--- config.mk ---
export PLATFORM = sky130hd
export DESIGN_NAME = firmware_update_receiver_unit_flat
export DESIGN_NICKNAME = d
export VERILOG_FILES = /design/src/hdl/fur_pkg.sv /design/src/hdl/fur_if.sv /design/src/hdl/firmware_update_receiver_unit.sv /design/src/hdl/fur_cfg.sv /design/src/hdl/fur_front.sv /design/src/hdl/fur_queue.sv /design/src/hdl/fur_back.sv /design/src/flat_wrapper.sv
export SDC_FILE = /design/constraint.sdc
export NUM_CORES = 1
export LEC_CHECK = 0
export BUFFER_PORTS_ARGS = -buffer_cell sky130_fd_sc_hd__buf_2
export CORE_MARGIN = 8
export CORE_UTILIZATION = 44
export DETAILED_ROUTE_END_ITERATION = 10
export GPL_ROUTABILITY_DRIVEN = 0
export PLACE_DENSITY = 0.74
export SLEW_MARGIN = 5
export SYNTH_ARGS = -nofsm -noshare
export SYNTH_HDL_FRONTEND = slang
export SYNTH_SLANG_ARGS = --single-unit
--- constraint.sdc ---
create_clock -name clk -period 15.8 [get_ports clk]
set_input_delay 3.16 -clock clk [delete_from_list [all_inputs] [get_ports clk]]
set_output_delay 3.16 -clock clk [all_outputs]
set_load 0.03 [all_outputs]
--- src/hdl/fur_pkg.sv ---
// ----------------------------------------------------------------------------
// fur_pkg
// Shared types, codes and the CRC fold for the firmware update receiver.
// ----------------------------------------------------------------------------
package fur_pkg;

    localparam int MAX_WORDS   = 8192;
    localparam int IDX_W       = $clog2(MAX_WORDS);
    localparam int CNT_W       = $clog2(MAX_WORDS + 1);
    localparam int KIND_W      = 3;
    localparam int ACT_W       = 3;
    localparam int BANK_W      = 2;
    localparam int WORD_W      = 32;
    localparam int TIMEOUT_W   = 16;
    localparam int DATA_W      = 32;
    localparam int ADDR_W      = 3;
    localparam int QUEUE_DEPTH = 2;
    localparam int QPTR_W      = $clog2(QUEUE_DEPTH);
    localparam int QCNT_W      = $clog2(QUEUE_DEPTH + 1);

    localparam logic [WORD_W-1:0]    CRC_SEED      = 32'hFFFF_FFFF;
    localparam logic [WORD_W-1:0]    CRC_POLY      = 32'hDEAD_BEAF;
    localparam logic [TIMEOUT_W-1:0] TIMEOUT_RESET = 16'd1000;

    // frame kinds
    localparam logic [KIND_W-1:0] KIND_TICK  = 3'd0;
    localparam logic [KIND_W-1:0] KIND_START = 3'd1;
    localparam logic [KIND_W-1:0] KIND_DATA  = 3'd2;
    localparam logic [KIND_W-1:0] KIND_END   = 3'd3;
    localparam logic [KIND_W-1:0] KIND_CRC   = 3'd4;
    localparam logic [KIND_W-1:0] KIND_RESET = 3'd5;

    // result actions
    localparam logic [ACT_W-1:0] ACT_STORE   = 3'd0;
    localparam logic [ACT_W-1:0] ACT_PROGRAM = 3'd1;
    localparam logic [ACT_W-1:0] ACT_JUMP    = 3'd2;
    localparam logic [ACT_W-1:0] ACT_FAIL    = 3'd3;
    localparam logic [ACT_W-1:0] ACT_RESET   = 3'd4;
    localparam logic [ACT_W-1:0] ACT_HALT    = 3'd5;

    localparam logic [BANK_W-1:0] BANK_NONE = 2'd0;
    localparam logic [BANK_W-1:0] BANK_ONE  = 2'd1;
    localparam logic [BANK_W-1:0] BANK_TWO  = 2'd2;

    // register index (paddr[2])
    localparam logic REG_TIMEOUT = 1'b0;
    localparam logic REG_STORED  = 1'b1;

    typedef struct packed {
        logic [KIND_W-1:0] op;
        logic [WORD_W-1:0] value;
    } entry_t;

    typedef struct packed {
        logic [TIMEOUT_W-1:0] timeout_ms;
        logic [BANK_W-1:0]    stored_program;
        logic                 timeout_wr;
        logic [TIMEOUT_W-1:0] timeout_new;
    } cfg_t;

    // MSB-first fold of one word, 32 shifts, unrolled into an xor network
    function automatic logic [WORD_W-1:0] crc_fold(input logic [WORD_W-1:0] crc,
                                                   input logic [WORD_W-1:0] word);
        logic [WORD_W-1:0] c;
        c = crc ^ word;
        for (int k = 0; k < WORD_W; k++)
        begin
            if (c[WORD_W-1])
                c = (c << 1) ^ CRC_POLY;
            else
                c = c << 1;
        end
        return c;
    endfunction

endpackage

--- src/hdl/fur_if.sv ---
// ----------------------------------------------------------------------------
// fur_frame_if / fur_result_if
// Valid/ready channels for incoming frames and outgoing results.
// ----------------------------------------------------------------------------
interface fur_frame_if;
    import fur_pkg::*;
    logic              valid;
    logic              ready;
    logic [KIND_W-1:0] kind;
    logic [WORD_W-1:0] value;
    modport source (output valid, output kind, output value, input ready);
    modport sink   (input valid, input kind, input value, output ready);
endinterface

interface fur_result_if;
    import fur_pkg::*;
    logic              valid;
    logic              ready;
    logic [ACT_W-1:0]  action;
    logic [BANK_W-1:0] bank;
    logic [IDX_W-1:0]  word_index;
    logic [WORD_W-1:0] word_value;
    logic [CNT_W-1:0]  word_count;
    modport source (output valid, output action, output bank, output word_index,
                    output word_value, output word_count, input ready);
    modport sink   (input valid, input action, input bank, input word_index,
                    input word_value, input word_count, output ready);
endinterface

--- src/hdl/firmware_update_receiver_unit.sv ---
// ----------------------------------------------------------------------------
// firmware_update_receiver_unit
// Update session receiver: frames in, storage and verdict words out.
//
// frame:  valid/ready channel, one word per frame: kind (tick, start, data,
//         end, crc, reset) and a 32-bit value.
// result: valid/ready channel, at most one word per frame: action, bank,
//         word_index, word_value, word_count. Frames that cause no result
//         are absorbed silently.
// APB:    timeout_ms at 0x0, stored_program at 0x4; write only while idle.
// Path:   a frame passes the front register, the queue and the result
//         register in turn before its result word is valid.
// Throughput: one frame per cycle unless result stalls; the 32-shift CRC fold
//         is an unrolled xor network in the back end, so nothing iterates.
// Stall: when result is held off, the result register, the two-entry queue
//         and the front register fill in turn, then frame.ready drops.
// Reset: session idle, countdown loaded with 1000, CRC seeded all ones,
//         registers at their defaults; frames are taken at once.
// ----------------------------------------------------------------------------
module firmware_update_receiver_unit (
    input  logic                       clk,
    input  logic                       rst_n,
    fur_frame_if.sink                  frame,
    fur_result_if.source               result,
    input  logic                       psel,
    input  logic                       penable,
    input  logic                       pwrite,
    input  logic [fur_pkg::ADDR_W-1:0] paddr,
    input  logic [fur_pkg::DATA_W-1:0] pwdata,
    output logic [fur_pkg::DATA_W-1:0] prdata,
    output logic                       pready
);
    import fur_pkg::*;

    cfg_t   cfg;
    logic   push_valid;
    logic   push_ready;
    entry_t push_entry;
    logic   pop_valid;
    logic   pop_ready;
    entry_t pop_entry;

    fur_cfg u_cfg (
        .clk     (clk),
        .rst_n   (rst_n),
        .psel    (psel),
        .penable (penable),
        .pwrite  (pwrite),
        .paddr   (paddr),
        .pwdata  (pwdata),
        .prdata  (prdata),
        .pready  (pready),
        .cfg     (cfg)
    );

    fur_front u_front (
        .clk        (clk),
        .rst_n      (rst_n),
        .frame      (frame),
        .push_valid (push_valid),
        .push_entry (push_entry),
        .push_ready (push_ready)
    );

    fur_queue u_queue (
        .clk        (clk),
        .rst_n      (rst_n),
        .push_valid (push_valid),
        .push_entry (push_entry),
        .push_ready (push_ready),
        .pop_valid  (pop_valid),
        .pop_entry  (pop_entry),
        .pop_ready  (pop_ready)
    );

    fur_back u_back (
        .clk       (clk),
        .rst_n     (rst_n),
        .cfg       (cfg),
        .pop_valid (pop_valid),
        .pop_entry (pop_entry),
        .pop_ready (pop_ready),
        .result    (result)
    );

endmodule

--- src/hdl/fur_cfg.sv ---
// ----------------------------------------------------------------------------
// fur_cfg
// APB register file: start timeout and stored program bank.
// ----------------------------------------------------------------------------
module fur_cfg (
    input  logic                       clk,
    input  logic                       rst_n,
    input  logic                       psel,
    input  logic                       penable,
    input  logic                       pwrite,
    input  logic [fur_pkg::ADDR_W-1:0] paddr,
    input  logic [fur_pkg::DATA_W-1:0] pwdata,
    output logic [fur_pkg::DATA_W-1:0] prdata,
    output logic                       pready,
    output fur_pkg::cfg_t              cfg
);
    import fur_pkg::*;

    logic [TIMEOUT_W-1:0] timeout_reg;
    logic [BANK_W-1:0]    stored_reg;
    logic                 wr;
    logic                 sel;

    assign pready = 1'b1;
    assign wr     = psel && penable && pwrite && pready;
    assign sel    = paddr[2];

    always_ff @(posedge clk or negedge rst_n)
    begin
        if (!rst_n)
        begin
            timeout_reg <= TIMEOUT_RESET;
            stored_reg  <= BANK_NONE;
        end
        else if (wr)
        begin
            unique case (sel)
                REG_TIMEOUT: timeout_reg <= pwdata[TIMEOUT_W-1:0];
                REG_STORED:  stored_reg  <= pwdata[BANK_W-1:0];
                default:     ;
            endcase
        end
    end

    always_comb
    begin
        unique case (sel)
            REG_TIMEOUT: prdata = DATA_W'(timeout_reg);
            REG_STORED:  prdata = DATA_W'(stored_reg);
            default:     prdata = '0;
        endcase
    end

    assign cfg.timeout_ms     = timeout_reg;
    assign cfg.stored_program = stored_reg;
    assign cfg.timeout_wr     = wr && (sel == REG_TIMEOUT);
    assign cfg.timeout_new    = pwdata[TIMEOUT_W-1:0];

endmodule

--- src/hdl/fur_front.sv ---
// ----------------------------------------------------------------------------
// fur_front
// Takes frames, drops unknown kinds and registers the rest toward the queue.
// ----------------------------------------------------------------------------
module fur_front (
    input  logic            clk,
    input  logic            rst_n,
    fur_frame_if.sink       frame,
    output logic            push_valid,
    output fur_pkg::entry_t push_entry,
    input  logic            push_ready
);
    import fur_pkg::*;

    logic   valid_reg;
    logic   valid_next;
    entry_t entry_reg;
    logic   known;
    logic   take;

    assign known       = (frame.kind <= KIND_RESET);
    assign frame.ready = !valid_reg || push_ready;
    assign take        = frame.valid && frame.ready;

    always_comb
    begin
        valid_next = valid_reg;
        if (push_ready)
            valid_next = 1'b0;
        if (take)
            valid_next = known;
    end

    always_ff @(posedge clk or negedge rst_n)
    begin
        if (!rst_n)
            valid_reg <= 1'b0;
        else
            valid_reg <= valid_next;
    end

    always_ff @(posedge clk)
    begin
        if (take)
        begin
            entry_reg.op    <= frame.kind;
            entry_reg.value <= frame.value;
        end
    end

    assign push_valid = valid_reg;
    assign push_entry = entry_reg;

endmodule

--- src/hdl/fur_queue.sv ---
// ----------------------------------------------------------------------------
// fur_queue
// Short FIFO between front and back so each side stalls on its own.
// ----------------------------------------------------------------------------
module fur_queue (
    input  logic            clk,
    input  logic            rst_n,
    input  logic            push_valid,
    input  fur_pkg::entry_t push_entry,
    output logic            push_ready,
    output logic            pop_valid,
    output fur_pkg::entry_t pop_entry,
    input  logic            pop_ready
);
    import fur_pkg::*;

    entry_t              mem [QUEUE_DEPTH];
    logic [QPTR_W-1:0]   wr_ptr_reg;
    logic [QPTR_W-1:0]   rd_ptr_reg;
    logic [QCNT_W-1:0]   count_reg;
    logic                push;
    logic                pop;

    assign push_ready = (count_reg != QCNT_W'(QUEUE_DEPTH));
    assign pop_valid  = (count_reg != '0);
    assign push       = push_valid && push_ready;
    assign pop        = pop_valid && pop_ready;
    assign pop_entry  = mem[rd_ptr_reg];

    function automatic logic [QPTR_W-1:0] bump(input logic [QPTR_W-1:0] p);
        if (p == QPTR_W'(QUEUE_DEPTH - 1))
            return '0;
        return p + QPTR_W'(1);
    endfunction

    always_ff @(posedge clk or negedge rst_n)
    begin
        if (!rst_n)
        begin
            wr_ptr_reg <= '0;
            rd_ptr_reg <= '0;
            count_reg  <= '0;
        end
        else
        begin
            if (push)
                wr_ptr_reg <= bump(wr_ptr_reg);
            if (pop)
                rd_ptr_reg <= bump(rd_ptr_reg);
            if (push && !pop)
                count_reg <= count_reg + QCNT_W'(1);
            else if (pop && !push)
                count_reg <= count_reg - QCNT_W'(1);
        end
    end

    always_ff @(posedge clk)
    begin
        if (push)
            mem[wr_ptr_reg] <= push_entry;
    end

endmodule

--- src/hdl/fur_back.sv ---
// ----------------------------------------------------------------------------
// fur_back
// Session state machine: countdown, CRC, word count, verdicts and the
// registered result stage.
// ----------------------------------------------------------------------------
module fur_back (
    input  logic            clk,
    input  logic            rst_n,
    input  fur_pkg::cfg_t   cfg,
    input  logic            pop_valid,
    input  fur_pkg::entry_t pop_entry,
    output logic            pop_ready,
    fur_result_if.source    result
);
    import fur_pkg::*;

    localparam logic [1:0] PH_IDLE = 2'd0;
    localparam logic [1:0] PH_RECV = 2'd1;
    localparam logic [1:0] PH_DONE = 2'd2;
    localparam logic [1:0] PH_FIN  = 2'd3;

    logic [1:0]           phase_reg,     phase_next;
    logic [TIMEOUT_W-1:0] countdown_reg, countdown_next;
    logic                 timed_out_reg, timed_out_next;
    logic [BANK_W-1:0]    target_reg,    target_next;
    logic [WORD_W-1:0]    crc_reg,       crc_next;
    logic [CNT_W-1:0]     words_reg,     words_next;
    logic                 overflow_reg,  overflow_next;
    logic                 out_valid_reg, out_valid_next;

    logic [ACT_W-1:0]     action_reg,    action_next;
    logic [BANK_W-1:0]    bank_reg,      bank_next;
    logic [IDX_W-1:0]     index_reg,     index_next;
    logic [WORD_W-1:0]    value_reg,     value_next;
    logic [CNT_W-1:0]     count_reg,     count_next;

    logic                 pop;
    logic                 emit;
    logic [TIMEOUT_W-1:0] cd_dec;
    logic [WORD_W-1:0]    crc_folded;
    logic                 stored_ok;
    logic                 target_ok;

    assign pop_ready  = !out_valid_reg || result.ready;
    assign pop        = pop_valid && pop_ready;
    assign cd_dec     = (countdown_reg != '0) ? countdown_reg - TIMEOUT_W'(1) : '0;
    assign crc_folded = crc_fold(crc_reg, pop_entry.value);
    assign stored_ok  = (cfg.stored_program == BANK_ONE) || (cfg.stored_program == BANK_TWO);
    assign target_ok  = (target_reg == BANK_ONE) || (target_reg == BANK_TWO);

    always_comb
    begin
        phase_next     = phase_reg;
        countdown_next = countdown_reg;
        timed_out_next = timed_out_reg;
        target_next    = target_reg;
        crc_next       = crc_reg;
        words_next     = words_reg;
        overflow_next  = overflow_reg;
        emit           = 1'b0;
        action_next    = ACT_STORE;
        bank_next      = BANK_NONE;
        index_next     = '0;
        value_next     = '0;
        count_next     = words_reg;

        // timeout rewritten while still counting: reload
        if (cfg.timeout_wr && phase_reg == PH_IDLE && !timed_out_reg)
            countdown_next = cfg.timeout_new;

        if (pop)
        begin
            unique case (pop_entry.op)
                KIND_RESET:
                begin
                    emit           = 1'b1;
                    action_next    = ACT_RESET;
                    phase_next     = PH_IDLE;
                    countdown_next = cfg.timeout_ms;
                    timed_out_next = 1'b0;
                    target_next    = BANK_NONE;
                    crc_next       = CRC_SEED;
                    words_next     = '0;
                    overflow_next  = 1'b0;
                end
                KIND_TICK:
                begin
                    if (phase_reg == PH_IDLE && !timed_out_reg)
                    begin
                        countdown_next = cd_dec;
                        if (cd_dec == '0)
                        begin
                            timed_out_next = 1'b1;
                            if (stored_ok)
                            begin
                                phase_next  = PH_FIN;
                                emit        = 1'b1;
                                action_next = ACT_JUMP;
                                bank_next   = cfg.stored_program;
                            end
                        end
                    end
                end
                KIND_START:
                begin
                    if (phase_reg == PH_IDLE)
                    begin
                        phase_next = PH_RECV;
                        if (pop_entry.value == WORD_W'(BANK_ONE) ||
                            pop_entry.value == WORD_W'(BANK_TWO))
                            target_next = pop_entry.value[BANK_W-1:0];
                        else
                            target_next = BANK_NONE;
                    end
                end
                KIND_DATA:
                begin
                    if (phase_reg == PH_RECV)
                    begin
                        if (words_reg >= CNT_W'(MAX_WORDS))
                            overflow_next = 1'b1;
                        else
                        begin
                            crc_next    = crc_folded;
                            words_next  = words_reg + CNT_W'(1);
                            emit        = 1'b1;
                            action_next = ACT_STORE;
                            index_next  = words_reg[IDX_W-1:0];
                            value_next  = pop_entry.value;
                            count_next  = words_reg + CNT_W'(1);
                        end
                    end
                end
                KIND_END:
                begin
                    if (phase_reg == PH_RECV)
                        phase_next = PH_DONE;
                end
                KIND_CRC:
                begin
                    if (phase_reg == PH_RECV || phase_reg == PH_DONE)
                    begin
                        emit       = 1'b1;
                        value_next = crc_reg;
                        if (overflow_reg || crc_reg != pop_entry.value)
                        begin
                            action_next    = ACT_FAIL;
                            phase_next     = PH_IDLE;
                            countdown_next = cfg.timeout_ms;
                            timed_out_next = 1'b0;
                            target_next    = BANK_NONE;
                            crc_next       = CRC_SEED;
                            words_next     = '0;
                            overflow_next  = 1'b0;
                        end
                        else
                        begin
                            phase_next = PH_FIN;
                            if (target_ok)
                            begin
                                action_next = ACT_PROGRAM;
                                bank_next   = target_reg;
                                words_next  = '0;
                            end
                            else
                                action_next = ACT_HALT;
                        end
                    end
                end
                default: ;
            endcase
        end

        out_valid_next = out_valid_reg;
        if (result.ready)
            out_valid_next = 1'b0;
        if (emit)
            out_valid_next = 1'b1;
    end

    always_ff @(posedge clk or negedge rst_n)
    begin
        if (!rst_n)
        begin
            phase_reg     <= PH_IDLE;
            countdown_reg <= TIMEOUT_RESET;
            timed_out_reg <= 1'b0;
            target_reg    <= BANK_NONE;
            crc_reg       <= CRC_SEED;
            words_reg     <= '0;
            overflow_reg  <= 1'b0;
            out_valid_reg <= 1'b0;
        end
        else
        begin
            phase_reg     <= phase_next;
            countdown_reg <= countdown_next;
            timed_out_reg <= timed_out_next;
            target_reg    <= target_next;
            crc_reg       <= crc_next;
            words_reg     <= words_next;
            overflow_reg  <= overflow_next;
            out_valid_reg <= out_valid_next;
        end
    end

    always_ff @(posedge clk)
    begin
        if (emit)
        begin
            action_reg <= action_next;
            bank_reg   <= bank_next;
            index_reg  <= index_next;
            value_reg  <= value_next;
            count_reg  <= count_next;
        end
    end

    assign result.valid      = out_valid_reg;
    assign result.action     = action_reg;
    assign result.bank       = bank_reg;
    assign result.word_index = index_reg;
    assign result.word_value = value_reg;
    assign result.word_count = count_reg;

endmodule

--- src/flat_wrapper.sv ---
// flat-port wrapper written by rule: the top's interface ports become plain ports
module firmware_update_receiver_unit_flat import fur_pkg::*;
  (clk, rst_n, psel, penable, pwrite, paddr, pwdata, prdata, pready, frame_valid, frame_kind, frame_value, frame_ready, result_valid, result_action, result_bank, result_word_index, result_word_value, result_word_count, result_ready);
  fur_frame_if frame_i ();
  fur_result_if result_i ();
  input  logic clk;
  input  logic rst_n;
  input  logic psel;
  input  logic penable;
  input  logic pwrite;
  input  logic [fur_pkg::ADDR_W-1:0] paddr;
  input  logic [fur_pkg::DATA_W-1:0] pwdata;
  output logic [fur_pkg::DATA_W-1:0] prdata;
  output logic pready;
  input wire logic [$bits(frame_i.valid)-1:0] frame_valid;
  input wire logic [$bits(frame_i.kind)-1:0] frame_kind;
  input wire logic [$bits(frame_i.value)-1:0] frame_value;
  output wire logic [$bits(frame_i.ready)-1:0] frame_ready;
  output wire logic [$bits(result_i.valid)-1:0] result_valid;
  output wire logic [$bits(result_i.action)-1:0] result_action;
  output wire logic [$bits(result_i.bank)-1:0] result_bank;
  output wire logic [$bits(result_i.word_index)-1:0] result_word_index;
  output wire logic [$bits(result_i.word_value)-1:0] result_word_value;
  output wire logic [$bits(result_i.word_count)-1:0] result_word_count;
  input wire logic [$bits(result_i.ready)-1:0] result_ready;
  assign frame_i.valid = frame_valid;
  assign frame_i.kind = frame_kind;
  assign frame_i.value = frame_value;
  assign frame_ready = frame_i.ready;
  assign result_valid = result_i.valid;
  assign result_action = result_i.action;
  assign result_bank = result_i.bank;
  assign result_word_index = result_i.word_index;
  assign result_word_value = result_i.word_value;
  assign result_word_count = result_i.word_count;
  assign result_i.ready = result_ready;
  firmware_update_receiver_unit u_core (.clk(clk), .rst_n(rst_n), .frame(frame_i), .result(result_i), .psel(psel), .penable(penable), .pwrite(pwrite), .paddr(paddr), .pwdata(pwdata), .prdata(prdata), .pready(pready));
endmodule
==> reports/results.md <==
| Stage | Parameter | Reported |
| --- | --- | --- |
| run status | Result of the run | completed |
| clocking | Clock Pin Slew Worst Setup and Hold Paths | 70 ps |
| yosys | Synth Area per Inst | 12.09 µm² |
| worst setup path | Type of the worst setup path | register to register |
| timing | Number of slew-limit violations in the final report | 0 |
| clocking | Number of buffers added for setup after CTS | 0 |
| timing | Total count of hold-check failures in the final report | 0 |
| cells and area | Most flops, register | u_core.u_queue.mem |
| clocking | Bufs on Longest Clock Path | 3 |
| detailed routing | Per-cell via count in the routed design | 5.536 |
| worst setup path | Max incr delay on CP | 720 ps |
| yosys | Sequential fraction of the synthesis area | 0.4566 |
| yosys | Synthesized-area fraction occupied by xor and xnor cells | 0.2940 |
| global route | Global-route met1 utilization | 0.2547 |
| flow run | Max-Cap Viols | 0 |
| cells and area | Max FFs per register | 70 |
| global route | Overall Global Routing Usage | 0.1846 |
| yosys | Number of warnings printed during yosys synthesis | 0 |
| timing | Unrepaired setup endpoints after global routing | no |
| worst setup path | Critical path data required time | 16300 ps |
| yosys | Share of Yosys cell area claimed by the top area cell type | 0.3118 |
| yosys | Async S/R FF share, synth | 0.3525 |
| clocking | Clock buffer count from CTS | 28 |
| floorplanning | Starting Density | 0.4457 |
| global route | Initial antenna violation count | 0 |
| worst setup path | CP Buf/Inv Count | 2 |
| timing | Slew at the pin closest to its max-slew limit | 1070 ps |
| detailed routing | Number of search-and-repair iterations in the first detailed-routing pass | 6 |
| floorplanning | Overall die area | 0.04341 mm² |
| yosys | Primary flip-flop cell chosen by synthesis mapping | sky130_fd_sc_hd__edfxtp_1 |
| clocking | Post-CTS Resized | 0 |
| clocking | Max H-tree Level | 1 |
| floorplanning | Rows | 70 |
| global route | First-pass GRT wire length | 63910 µm |
| worst setup path | Worst path most repeated cell | sky130_fd_sc_hd__xnor3_2 |
| global route | Total overflow reported by the global router | 0 |
| worst setup path | Endpoint type of the worst setup path | register |
| floorplanning | Number of top-level pins | 176 |
| hold path | Hold Crit Class | register to register |
| yosys | Post-synthesis register bit count | 261 |
| global route | Met2 Resource Use GR | 0.2868 |
| yosys | Dominant combinational cell family by area after synthesis | XOR/XNOR gates |
| floorplanning | Die outline height | 208.3 µm |
| clocking | Hold bufs inserted after CTS | 0 |
| worst setup path | Family with the most delay on the worst path | XOR/XNOR gates |
| detailed routing | Final routed DRC violation total | 0 |
| yosys | Compound-gate portion of the synthesized area | 0.08163 |
| worst setup path | Critical Path Start Type | register |
| global route | Vias in the first global route | 10980 |
| global route | Routing usage on met3 | 0.03096 |
| global route | Pin count of the biggest net entering global routing | 48 |
| timing | Setup Total Neg Slack | 0 ps |
| detailed routing | Final WL | 40840 µm |
| yosys | Distinct cells, synth | 63 |
| clocking | Clock tree from TritonCTS | built |
| worst setup path | Critical path peak fanout | 38 |
| place | Post-DP HPWL | 30470 µm |
| worst setup path | Crit path DAT | 8240 ps |
| yosys | Cell taking the most area after synthesis | sky130_fd_sc_hd__edfxtp_1 |
| clocking | Count of clock tree sinks | 261 |
| clocking | Clock insertion delay at the later pin of the skew report | 570 ps |
| timing | Clock period minus worst slack | 7740 ps |
| timing | Slew Limit Headroom | 0.2851 |
| detailed routing | Total number of vias | 10880 |
| yosys | Post-Synth Adder-Cell Area | 0.008455 |
| worst setup path | Cell Chain, Critical Path | buf_4 > mux2i_4 > xnor2_4 > inv_1 > ha_1 > xnor2_1 > xnor2_1 > xor3_2 > xor2_4 > xnor3_2 > xnor3_2 > xnor2_2 > xor2_4 > xnor3_2 > xor3_1 > xnor3_1 > xnor3_1 > o22a_1 |
| global route | Busiest layer in global routing | met2 |
| detailed routing | Avg WL per Cell | 20.78 µm |
| timing | FMAX | 129.2 MHz |
| cells and area | Layout overhead on the synthesized area | 12.91% |
| worst setup path | Worst-path cell with the longest stage delay | sky130_fd_sc_hd__xor3_1 |
| cells and area | Layout Nets | 1563 |
| timing | Worst clock skew | 22.19 ps |
| timing | Endpoints failing setup | 0 |
| detailed routing | Post-route antenna net violation count | 0 |
| yosys | Number of enable-type register cells in the synthesized netlist | 169 |
| floorplanning | Die width | 208.3 µm |
| cells and area | Antenna Cells | 0 |
| timing | Final cycle utilization of the critical path | 0.4898 |
| floorplanning | Core Footprint | 0.03652 mm² |
| cells and area | Share of cells above drive strength 1 | 0.2144 |
| detailed routing | Initial DRC Count | 1013 |
| clocking | Clk root buf | sky130_fd_sc_hd__clkbuf_16 |
| place | Count of input and output buffers | 140 |
| yosys | Top post-synthesis cells by area | sky130_fd_sc_hd__edfxtp_1 31%, sky130_fd_sc_hd__xnor2_1 11%, sky130_fd_sc_hd__xnor3_1 9.0% |
| yosys | Multiplexer area fraction after synthesis | 0.04028 |
| yosys | Simple-gate share of the synthesized area | 0.09039 |
| yosys | Gate Count Post-Synth | 1346 |
| yosys | Summed instance area of the synthesized netlist | 0.01628 mm² |
==> synth_stat cells (all sizes together), types with 19 or more instances <==
| cell | n |
|---|---|
| buf | 23 |
| nor3 | 19 |
| nand2 | 72 |
| a21oi | 71 |
| o21ai | 73 |
| nor2 | 128 |
| dfstp | 44 |
| xnor2 | 221 |
| xor2 | 68 |
| nor2b | 20 |
| dfrtp | 48 |
| xnor3 | 71 |
| inv | 29 |
| mux2 | 27 |
| clkbuf | 48 |
| edfxtp | 169 |
| mux2i | 32 |
==> cell families after synthesis <==
| group | Yosys count |
|---|---|
| flip-flops | 261 |
| adder cells (fa/ha/maj) | 11 |
| AO/OA/AOI/OAI | 219 |
| buffers and inverters | 100 |
| AND/OR/NAND/NOR | 319 |
| other | 2 |
| XOR/XNOR | 375 |
| multiplexers | 59 |
==> stage by stage <==
stage	cells	hold WS [ps]	utilization	area [µm²]	setup slack (ps)
after floorplan	1361	421.5	-	16330	8637
after global placement	1913	425.1	0.4765	17400	8178
after detailed placement	1913	429.6	0.4765	17400	8075
after CTS	1965	446.9	0.5033	18380	8065
after global routing	1965	449.8	0.5033	18380	7853
final	1965	446.3	0.5033	18380	8060
==> worst reg2reg max path: cells and delay by family, from the launching register on <==
kind                       cells  cell delay [ps]
xor gates and xnor gates      13             5670
buffers and inverters          2              610
muxes                          1              460
adders and majority gates      1              390
DFF                            1              370
AOI/OAI and AO/OA              1              170
==> per-layer routing <==
metal,wire length [µm],share of wire
met1,17720,0.43
met2,18650,0.46
met3,2873,0.070
met4,1597,0.039
met5,0,0
==> final timing paths <==
check	endpoint	slack, ps	depth (start not counted)	start
max	u_core.u_back.crc_reg[25]	8060	18	u_core.u_queue.rd_ptr_reg
max in group asynchronous	u_core.u_cfg.timeout_reg[13]	12120	2	rst_n
min	u_core.u_queue.mem[0][1]	450	0	u_core.u_front.push_entry[1]
min reg2reg	u_core.u_queue.mem[0][1]	450	0	u_core.u_front.push_entry[1]
min in group asynchronous	u_core.u_back.countdown_reg[12]	2620	1	rst_n
max reg2reg	u_core.u_back.crc_reg[25]	8060	18	u_core.u_queue.rd_ptr_reg
==> cells in the final DEF, fill, tap and decap left out, types with 7 or more instances in the layout <==
master,instances
sky130_fd_sc_hd__xnor2_1,202
sky130_fd_sc_hd__edfxtp_1,169
sky130_fd_sc_hd__buf_2,139
sky130_fd_sc_hd__nor2_1,127
sky130_fd_sc_hd__nand2_1,72
sky130_fd_sc_hd__a21oi_1,71
sky130_fd_sc_hd__o21ai_0,69
sky130_fd_sc_hd__xnor3_1,65
sky130_fd_sc_hd__xor2_1,62
sky130_fd_sc_hd__dfrtp_1,47
sky130_fd_sc_hd__dfstp_2,44
sky130_fd_sc_hd__clkbuf_16,28
sky130_fd_sc_hd__inv_1,27
sky130_fd_sc_hd__mux2i_1,27
sky130_fd_sc_hd__mux2_2,26
sky130_fd_sc_hd__nor2b_1,20
sky130_fd_sc_hd__and3_1,17
sky130_fd_sc_hd__nor3_1,17
sky130_fd_sc_hd__conb_1,17
sky130_fd_sc_hd__buf_4,16
sky130_fd_sc_hd__nor4_1,15
sky130_fd_sc_hd__xnor2_2,14
sky130_fd_sc_hd__a32oi_1,14
sky130_fd_sc_hd__nand4_1,13
sky130_fd_sc_hd__xor3_1,13
sky130_fd_sc_hd__o22a_1,13
sky130_fd_sc_hd__ha_1,11
sky130_fd_sc_hd__nand3_1,10
sky130_fd_sc_hd__a31oi_1,8
sky130_fd_sc_hd__a221oi_1,7
sky130_fd_sc_hd__a22oi_1,7
==> final cells by class <==
cell class | instances | area (µm²)
Clock buffer | 31 | 711.9
Clock inverter | 21 | 265.3
Fill cell | 3136 | 18140
Inverter | 29 | 108.9
Multi-Input combinational cell | 1000 | 8459
Sequential cell | 261 | 7433
Tap cell | 468 | 585.6
Timing Repair Buffer | 155 | 815.8
Power is left out: the tool's default activity adds up to more than one toggle a clock period on the data nets, which glitch-free logic cannot reach.
